<file path="config.mk">
export PLATFORM = sky130hd
export DESIGN_NAME = rttp_seq
export DESIGN_NICKNAME = d
export VERILOG_FILES = /design/src/design/raster_to_tile_4bpp_packer_assert.svh /design/src/design/rttp_pkg.sv /design/src/design/rttp_seq.sv
export SDC_FILE = /design/constraint.sdc
export NUM_CORES = 1
export LEC_CHECK = 0
export ABC_AREA = 1
export BUFFER_PORTS_ARGS = -buffer_cell sky130_fd_sc_hd__buf_2
export CORE_UTILIZATION = 50
export CTS_CLUSTER_DIAMETER = 50
export DETAILED_ROUTE_END_ITERATION = 10
export GPL_TIMING_DRIVEN = 0
export PLACE_DENSITY_LB_ADDON = 0.2
export SLEW_MARGIN = 0
export SYNTH_ARGS = -nofsm -noshare
export SYNTH_HDL_FRONTEND = slang
export SYNTH_SLANG_ARGS = --single-unit
</file>
<file path="constraint.sdc">
create_clock -name clk -period 2 [get_ports clk]
set_clock_uncertainty 0.2 [all_clocks]
set_input_delay 0.2 -clock clk [delete_from_list [all_inputs] [get_ports clk]]
set_output_delay 0.2 -clock clk [all_outputs]
set_load 0.02 [all_outputs]
</file>
<file path="src/design/raster_to_tile_4bpp_packer_assert.svh">
// Assertion macros for the top-level packer file.
// Each macro expects clk and arst_n in the scope where it is used.
`ifndef RASTER_TO_TILE_4BPP_PACKER_ASSERT_SVH
`define RASTER_TO_TILE_4BPP_PACKER_ASSERT_SVH

// Same-cycle implication.
`define RTTP_ASSERT_IMP(lbl, ante, cons, msg) \
	lbl: assert property (@(posedge clk) disable iff (!arst_n) (ante) |-> (cons)) \
		else $error(msg);

// Next-cycle implication.
`define RTTP_ASSERT_NEXT(lbl, ante, cons, msg) \
	lbl: assert property (@(posedge clk) disable iff (!arst_n) (ante) |=> (cons)) \
		else $error(msg);

`endif

</file>
<file path="src/design/rttp_pkg.sv">
package rttp_pkg;

	localparam int TILE_EDGE           = 8;
	localparam int MAX_WIDTH_TILES_DEF = 32;
	localparam int CFG_W               = 6;
	localparam int PIX_IN_W            = 8;
	localparam int PIX_W               = 4;
	localparam int BYTE_W              = 8;
	// Wide enough for any active width in tiles and for the tile index plus one.
	localparam int WTILE_W             = 8;

	localparam logic [PIX_IN_W-1:0] REMAP_LOW  = 8'd5;
	localparam logic [PIX_IN_W-1:0] REMAP_CLIP = 8'd16;

	typedef enum logic [2:0] {
		ST_IDLE  = 3'b001,
		ST_WRITE = 3'b010,
		ST_EMIT  = 3'b100
	} rttp_state_t;

	// Strip store control from the sequencer.
	typedef struct packed {
		logic wr_en;
		logic wr_hi;
		logic rd_en;
	} rttp_mem_ctl_t;

	// Output side control from the sequencer.
	typedef struct packed {
		logic load;
		logic last;
		logic emit_busy;
	} rttp_out_ctl_t;

	function automatic logic [PIX_W-1:0] remap_pixel(input logic [PIX_IN_W-1:0] v);
		logic [PIX_IN_W-1:0] t;
		begin
			t = (v < REMAP_LOW) ? v + 8'd1 : v;
			remap_pixel = (t >= REMAP_CLIP) ? '0 : t[PIX_W-1:0];
		end
	endfunction

endpackage

</file>
<file path="src/design/rttp_seq.sv">
module rttp_seq #(
	parameter int MAX_WIDTH_TILES = rttp_pkg::MAX_WIDTH_TILES_DEF,
	parameter int AW              = 10
) (
	input  logic                          clk,
	input  logic                          arst_n,
	input  logic                          cfg_wen,
	input  logic [rttp_pkg::CFG_W-1:0]    cfg_wdata,
	input  logic                          in_valid,
	output logic                          in_ready,
	input  logic [rttp_pkg::PIX_IN_W-1:0] in_data,
	input  logic                          out_free,
	output rttp_pkg::rttp_mem_ctl_t       mem_ctl,
	output logic [AW-1:0]                 mem_addr,
	output logic [rttp_pkg::PIX_W-1:0]    mem_wdata,
	output rttp_pkg::rttp_out_ctl_t       out_ctl
);
	import rttp_pkg::*;

	localparam int HALF_ROW  = MAX_WIDTH_TILES * TILE_EDGE / 2;
	localparam int TW        = (MAX_WIDTH_TILES > 1) ? $clog2(MAX_WIDTH_TILES) : 1;
	localparam int LAST_BYTE = TILE_EDGE * TILE_EDGE / 2 - 1;

	rttp_state_t       state_q;
	logic [CFG_W-1:0]  width_q;
	logic [TW-1:0]     tile_q;
	logic [2:0]        sub_q;
	logic [2:0]        row_q;
	logic              trig_q;
	logic [4:0]        cnt_q;
	logic              rd_vld_s1;
	logic              rd_last_s1;

	logic [PIX_W-1:0]  pix_q;
	logic [2:0]        wr_row_q;
	logic [TW-1:0]     wr_tile_q;
	logic [2:0]        wr_sub_q;

	logic              accept;
	logic [WTILE_W-1:0] w_act;
	logic [WTILE_W-1:0] t1;
	logic              row_end;
	logic              trig;
	logic              load;
	logic              rd_en;
	logic [2:0]        a_row;
	logic [TW+1:0]     a_pair;

	assign in_ready = (state_q == ST_IDLE);
	assign accept   = in_valid && in_ready;

	always_comb begin
		if (width_q == '0) begin
			w_act = WTILE_W'(1);
		end else if (WTILE_W'(width_q) > WTILE_W'(MAX_WIDTH_TILES)) begin
			w_act = WTILE_W'(MAX_WIDTH_TILES);
		end else begin
			w_act = WTILE_W'(width_q);
		end
	end

	// The row ends once the column reaches the last pixel of the current width,
	// or has already passed it after a width change.
	assign t1      = WTILE_W'(tile_q) + WTILE_W'(1);
	assign row_end = (t1 > w_act) || ((t1 == w_act) && (sub_q == 3'd7));
	assign trig    = (row_q == 3'd7) && (sub_q == 3'd7);

	assign load  = rd_vld_s1 && out_free;
	assign rd_en = (state_q == ST_EMIT) && (!rd_vld_s1 || load);

	// One address unit serves the pixel write and the 32 tile reads.
	always_comb begin
		if (state_q == ST_EMIT) begin
			a_row  = cnt_q[4:2];
			a_pair = {wr_tile_q, cnt_q[1:0]};
		end else begin
			a_row  = wr_row_q;
			a_pair = {wr_tile_q, wr_sub_q[2:1]};
		end
	end

	assign mem_addr = AW'(a_row) * AW'(HALF_ROW) + AW'(a_pair);

	assign mem_ctl.wr_en = (state_q == ST_WRITE);
	assign mem_ctl.wr_hi = wr_sub_q[0];
	assign mem_ctl.rd_en = rd_en;
	assign mem_wdata     = pix_q;

	assign out_ctl.load      = load;
	assign out_ctl.last      = rd_last_s1;
	assign out_ctl.emit_busy = (state_q == ST_EMIT);

	always_ff @(posedge clk or negedge arst_n) begin
		if (!arst_n) begin
			width_q <= CFG_W'(1);
		end else if (cfg_wen) begin
			width_q <= cfg_wdata;
		end
	end

	always_ff @(posedge clk or negedge arst_n) begin
		if (!arst_n) begin
			tile_q <= '0;
			sub_q  <= '0;
			row_q  <= '0;
			trig_q <= 1'b0;
		end else if (accept) begin
			trig_q <= trig;
			if (row_end) begin
				tile_q <= '0;
				sub_q  <= '0;
				row_q  <= row_q + 3'd1;
			end else if (sub_q == 3'd7) begin
				tile_q <= tile_q + TW'(1);
				sub_q  <= '0;
			end else begin
				sub_q <= sub_q + 3'd1;
			end
		end
	end

	always_ff @(posedge clk) begin
		if (accept) begin
			pix_q     <= remap_pixel(in_data);
			wr_row_q  <= row_q;
			wr_tile_q <= tile_q;
			wr_sub_q  <= sub_q;
		end
	end

	always_ff @(posedge clk or negedge arst_n) begin
		if (!arst_n) begin
			state_q <= ST_IDLE;
			cnt_q   <= '0;
		end else begin
			unique case (state_q)
				ST_IDLE: begin
					if (accept) begin
						state_q <= ST_WRITE;
					end
				end
				ST_WRITE: begin
					cnt_q   <= '0;
					state_q <= trig_q ? ST_EMIT : ST_IDLE;
				end
				ST_EMIT: begin
					if (rd_en) begin
						cnt_q <= cnt_q + 5'd1;
						if (cnt_q == 5'(LAST_BYTE)) begin
							state_q <= ST_IDLE;
						end
					end
				end
				default: begin
					state_q <= ST_IDLE;
				end
			endcase
		end
	end

	always_ff @(posedge clk or negedge arst_n) begin
		if (!arst_n) begin
			rd_vld_s1  <= 1'b0;
			rd_last_s1 <= 1'b0;
		end else if (rd_en) begin
			rd_vld_s1  <= 1'b1;
			rd_last_s1 <= (cnt_q == 5'(LAST_BYTE));
		end else if (load) begin
			rd_vld_s1 <= 1'b0;
		end
	end

endmodule

</file>
==> metrics.md <==
| Metric | Value |
|---|---|
| Status | `finished with violations` |
| Failing checks | `negative setup slack` |
| R2R setup slack | `-0.27 ns` |
| Slew margin rel. | `around 58%` |
| CTS Buf Count | `5` |
| Overall power | `~2.8 mW` |
| Hold path depth | `3` |
| Hold_sp | `cfg_wen` |
| CTS sink cnt | `43` |
| DRC Markers | `0` |
| Hold slack | `around 0.07 ns` |
| RePlAce Congestion | `just over 0.8` |
| WL met3 | `104 µm` |
| Top cells by area, synth | `dfrtp_1, edfxtp_1, nand2_1` |
| Commonest cells in the synthesized netlist | `nand2_1, inv_1, dfrtp_1, o21ai_0` |
| Diodes inserted | `0` |
| Worst-path fanout max | `6` |
| Top FF cell, synth | `dfrtp_1` |
| CTS clk-pin slew, worst paths | `about 0.07 ns` |
| Post-synth top area share | `29.3%` |
| Final setup viols | `11` |
| Initial Util | `roughly 54%` |
| Worst setup SP type | `register` |
| Gr ovfl total | `0` |
| Post-Syn Area | `between 2000 and 2500 µm²` |
| FP Rows | `23` |
| Setup ws final | `-0.271 ns` |
| Power Dens Cells | `957 nW/µm²` |
| Nets | `about 340` |
| Final non-filler cell total | `353` |
| R2r startpoint | `tile_q[1]` |
| Via total after detailed routing | `around 1800` |
| Die W | `a little under 70 µm` |
| Leak | `about 1.5 nW` |
| Final Cycle Share | `114%` |
| Post-route minimum period | `about 2.3 ns` |
| Largest net degree at the start of global routing | `29` |
| Detailed Routing Iterations Pass 1 | `4` |
| IO Count | `40` |
| Syn. warnings | `0` |
| Netlist cell types | `33` |
| WL per Instance | `11.5 µm` |
| Slew @ Worst Pin | `roughly 0.63 ns` |
| Yosys top cell by area | `dfrtp_1` |
| Routed wl met2 | `2100 µm` |
| Vias in the first global route | `1509` |
| Area Overhead vs Synth | `30.9%` |
| Hold Violations, Final | `0` |
| CTS max path bufs | `2` |
| Placed cells | `320` |
| Sequential element share of the synthesized area | `between 50% and 60%` |
| Slew Viols, Final | `0` |
| Chip Height | `between 60 and 70 µm` |
| DRT iter0 DRCs | `96` |
| Avg Cell Area, Syn | `9.57 µm²` |
| Post-Syn Instances | `about 230` |
| Worst-case reg-to-reg path depth | `14` |
| First-pass GRT wire length | `between 6000 and 7000 µm` |
| CTS root buffer | `clkbuf_8` |
| Worst R2R End | `tile_q[4]` |
| Routed WL | `4070 µm` |
| Most common cell in the netlist | `nand2_1` |
| Vias per Instance | `around 5.0` |
| Die area | `about 4700 µm²` |
| Max_cap viols | `0` |
| Share of synthesized registers carrying an async set or reset | `~65%` |
| Synthesized net count | `266` |
| TritonCTS clock tree | `done` |
| Max layer used | `met4` |
| Worst Setup End Kind | `register` |
| Arrival @ worst endpoint | `between 2 and 2.5 ns` |
| Setup CP Type | `reg -> reg` |
| Maximum VDD drop | `around 510 µV` |
| Setup TNS | `-2.70 ns` |
| Number of fill cells | `between 300 and 400` |
| Clock Latency Late Sink | `around 0.30 ns` |
| Post-synth EDFFs | `15` |
| WHS Endpoint | `width_q[0]` |
| DRT met1 WL | `between 1500 and 2000 µm` |
| Share of post-route cells with drive strength above 1 | `35.6%` |
| Initial antenna violation count | `0` |
| ANT nets after route | `0` |
| HP Class | `in -> reg` |
| Worst EP required | `approximately 2.0 ns` |
| H-Tree Level Count | `2` |
| RSZ-0062 raised after global routing | `true` |
| Number of port buffers | `38` |
| GRT Resource Usage Total | `a little under a fifth` |
| Fmax achieved | `roughly 440 MHz` |
| FF+latch count, synth | `43` |
| HPWL Detailed | `~2800 µm` |
| Core Area | `slightly above 4000 µm²` |
state kept, by name (all words and copies together), names as in the netlist:
name        flops
rd_last_s1      1
mem_wdata       4
wr_sub_q        3
state_q         3
tile_q          5
trig_q          1
row_q           3
sub_q           3
wr_tile_q       5
width_q         6
rd_vld_s1       1
cnt_q           5
wr_row_q        3
layout by cell type (no fill, tap or decap), drive strengths merged, types with 2 or more instances in the layout:
cell type / n
a21oi: 6
xor2: 3
nand3: 11
nor3: 6
dfstp: 2
buf: 59
o21ai: 17
nor2: 15
mux2: 4
nand2: 60
ha: 15
dlygate4sd3: 8
inv: 34
dfrtp: 26
nand4: 6
edfxtp: 15
clkbuf: 9
worst max-delay path, cell delays in order (launching register included):
cell and delay, ns:
dfrtp_1 0.41, ha_2 0.22, nand3_2 0.09, xor2_2 0.19
ha_1 0.32, buf_4 0.11, nand2_1 0.04, inv_1 0.05
nand2_1 0.05, nand2_2 0.10, nand2_4 0.09, nand2_4 0.09
nand2_4 0.08, nand2_2 0.06, nand2_1 0.04
cell type report:
cell class	instances	area (µm²)	area share, %
clock buffer	8	100	3.44
buffer	6	53.8	1.85
inverter	34	130	4.48
multi-input combinational	149	976	33.6
timing repair buffer	62	420	14.5
timing repair inverter	1	7.51	0.258
tap	50	62.6	2.15
sequential	43	1160	39.8
stage by stage:
step                      setup WS, ns  instance area [µm²]  util [%]
after detailed placement        -0.395                 2470      59.7
after floorplan                 -0.142                 2220         -
final                           -0.271                 2910      70.1
after CTS                       -0.212                 2730      66.0
after global routing            -0.407                 2910      70.1
after global placement          -0.354                 2470      59.7
per-layer routing:
layer / vias up / GRT usage, %
met5: - / 0
met4: 0 / 9.11
met3: 5 / 4.93
met2: 28 / 32.5
met1: 825 / 22.1
li1: 897 / -
report_power, final:
group | switching [mW] | internal [mW] | leakage, nW
combinational | 0.552 | 0.372 | 0.901
sequential | 0.118 | 1.15 | 0.506
clock | 0.276 | 0.315 | 0.0515
logic make-up (layout without fill, tap and decap cells):
| logic type | Yosys count | in the layout | synth area share, % |
|---|---|---|---|
| AO/OA/AOI/OAI | 26 | 26 | 6.20 |
| XOR/XNOR | 4 | 4 | 1.58 |
| adder cells (fa/ha/maj) | 15 | 15 | 8.46 |
| buffers and inverters | 40 | 111 | 8.29 |
| flip-flops | 43 | 43 | 52.0 |
| multiplexers | 4 | 4 | 2.03 |
| AND/OR/NAND/NOR | 100 | 100 | 21.5 |
what timing repair did:
item                                    CTS  global route
pin swaps                                 3            18
resized for setup                         8            28
endpoints found under the hold margin    33             0
hold buffers                              8             0
gates cloned                              0             1
buffers inserted                          7             9
endpoints found under the setup margin   13            17
worst max-delay path by stage:
stage | from | slack, ns | end
floorplan | width_q[2] | -0.14 | tile_q[0]
global placement | width_q[2] | -0.35 | tile_q[1]
detailed placement | width_q[2] | -0.39 | tile_q[1]
CTS | width_q[2] | -0.21 | tile_q[4]
global route | tile_q[1] | -0.41 | tile_q[3]
finish | tile_q[1] | -0.27 | tile_q[4]
(Power assumes the default switching activity.)
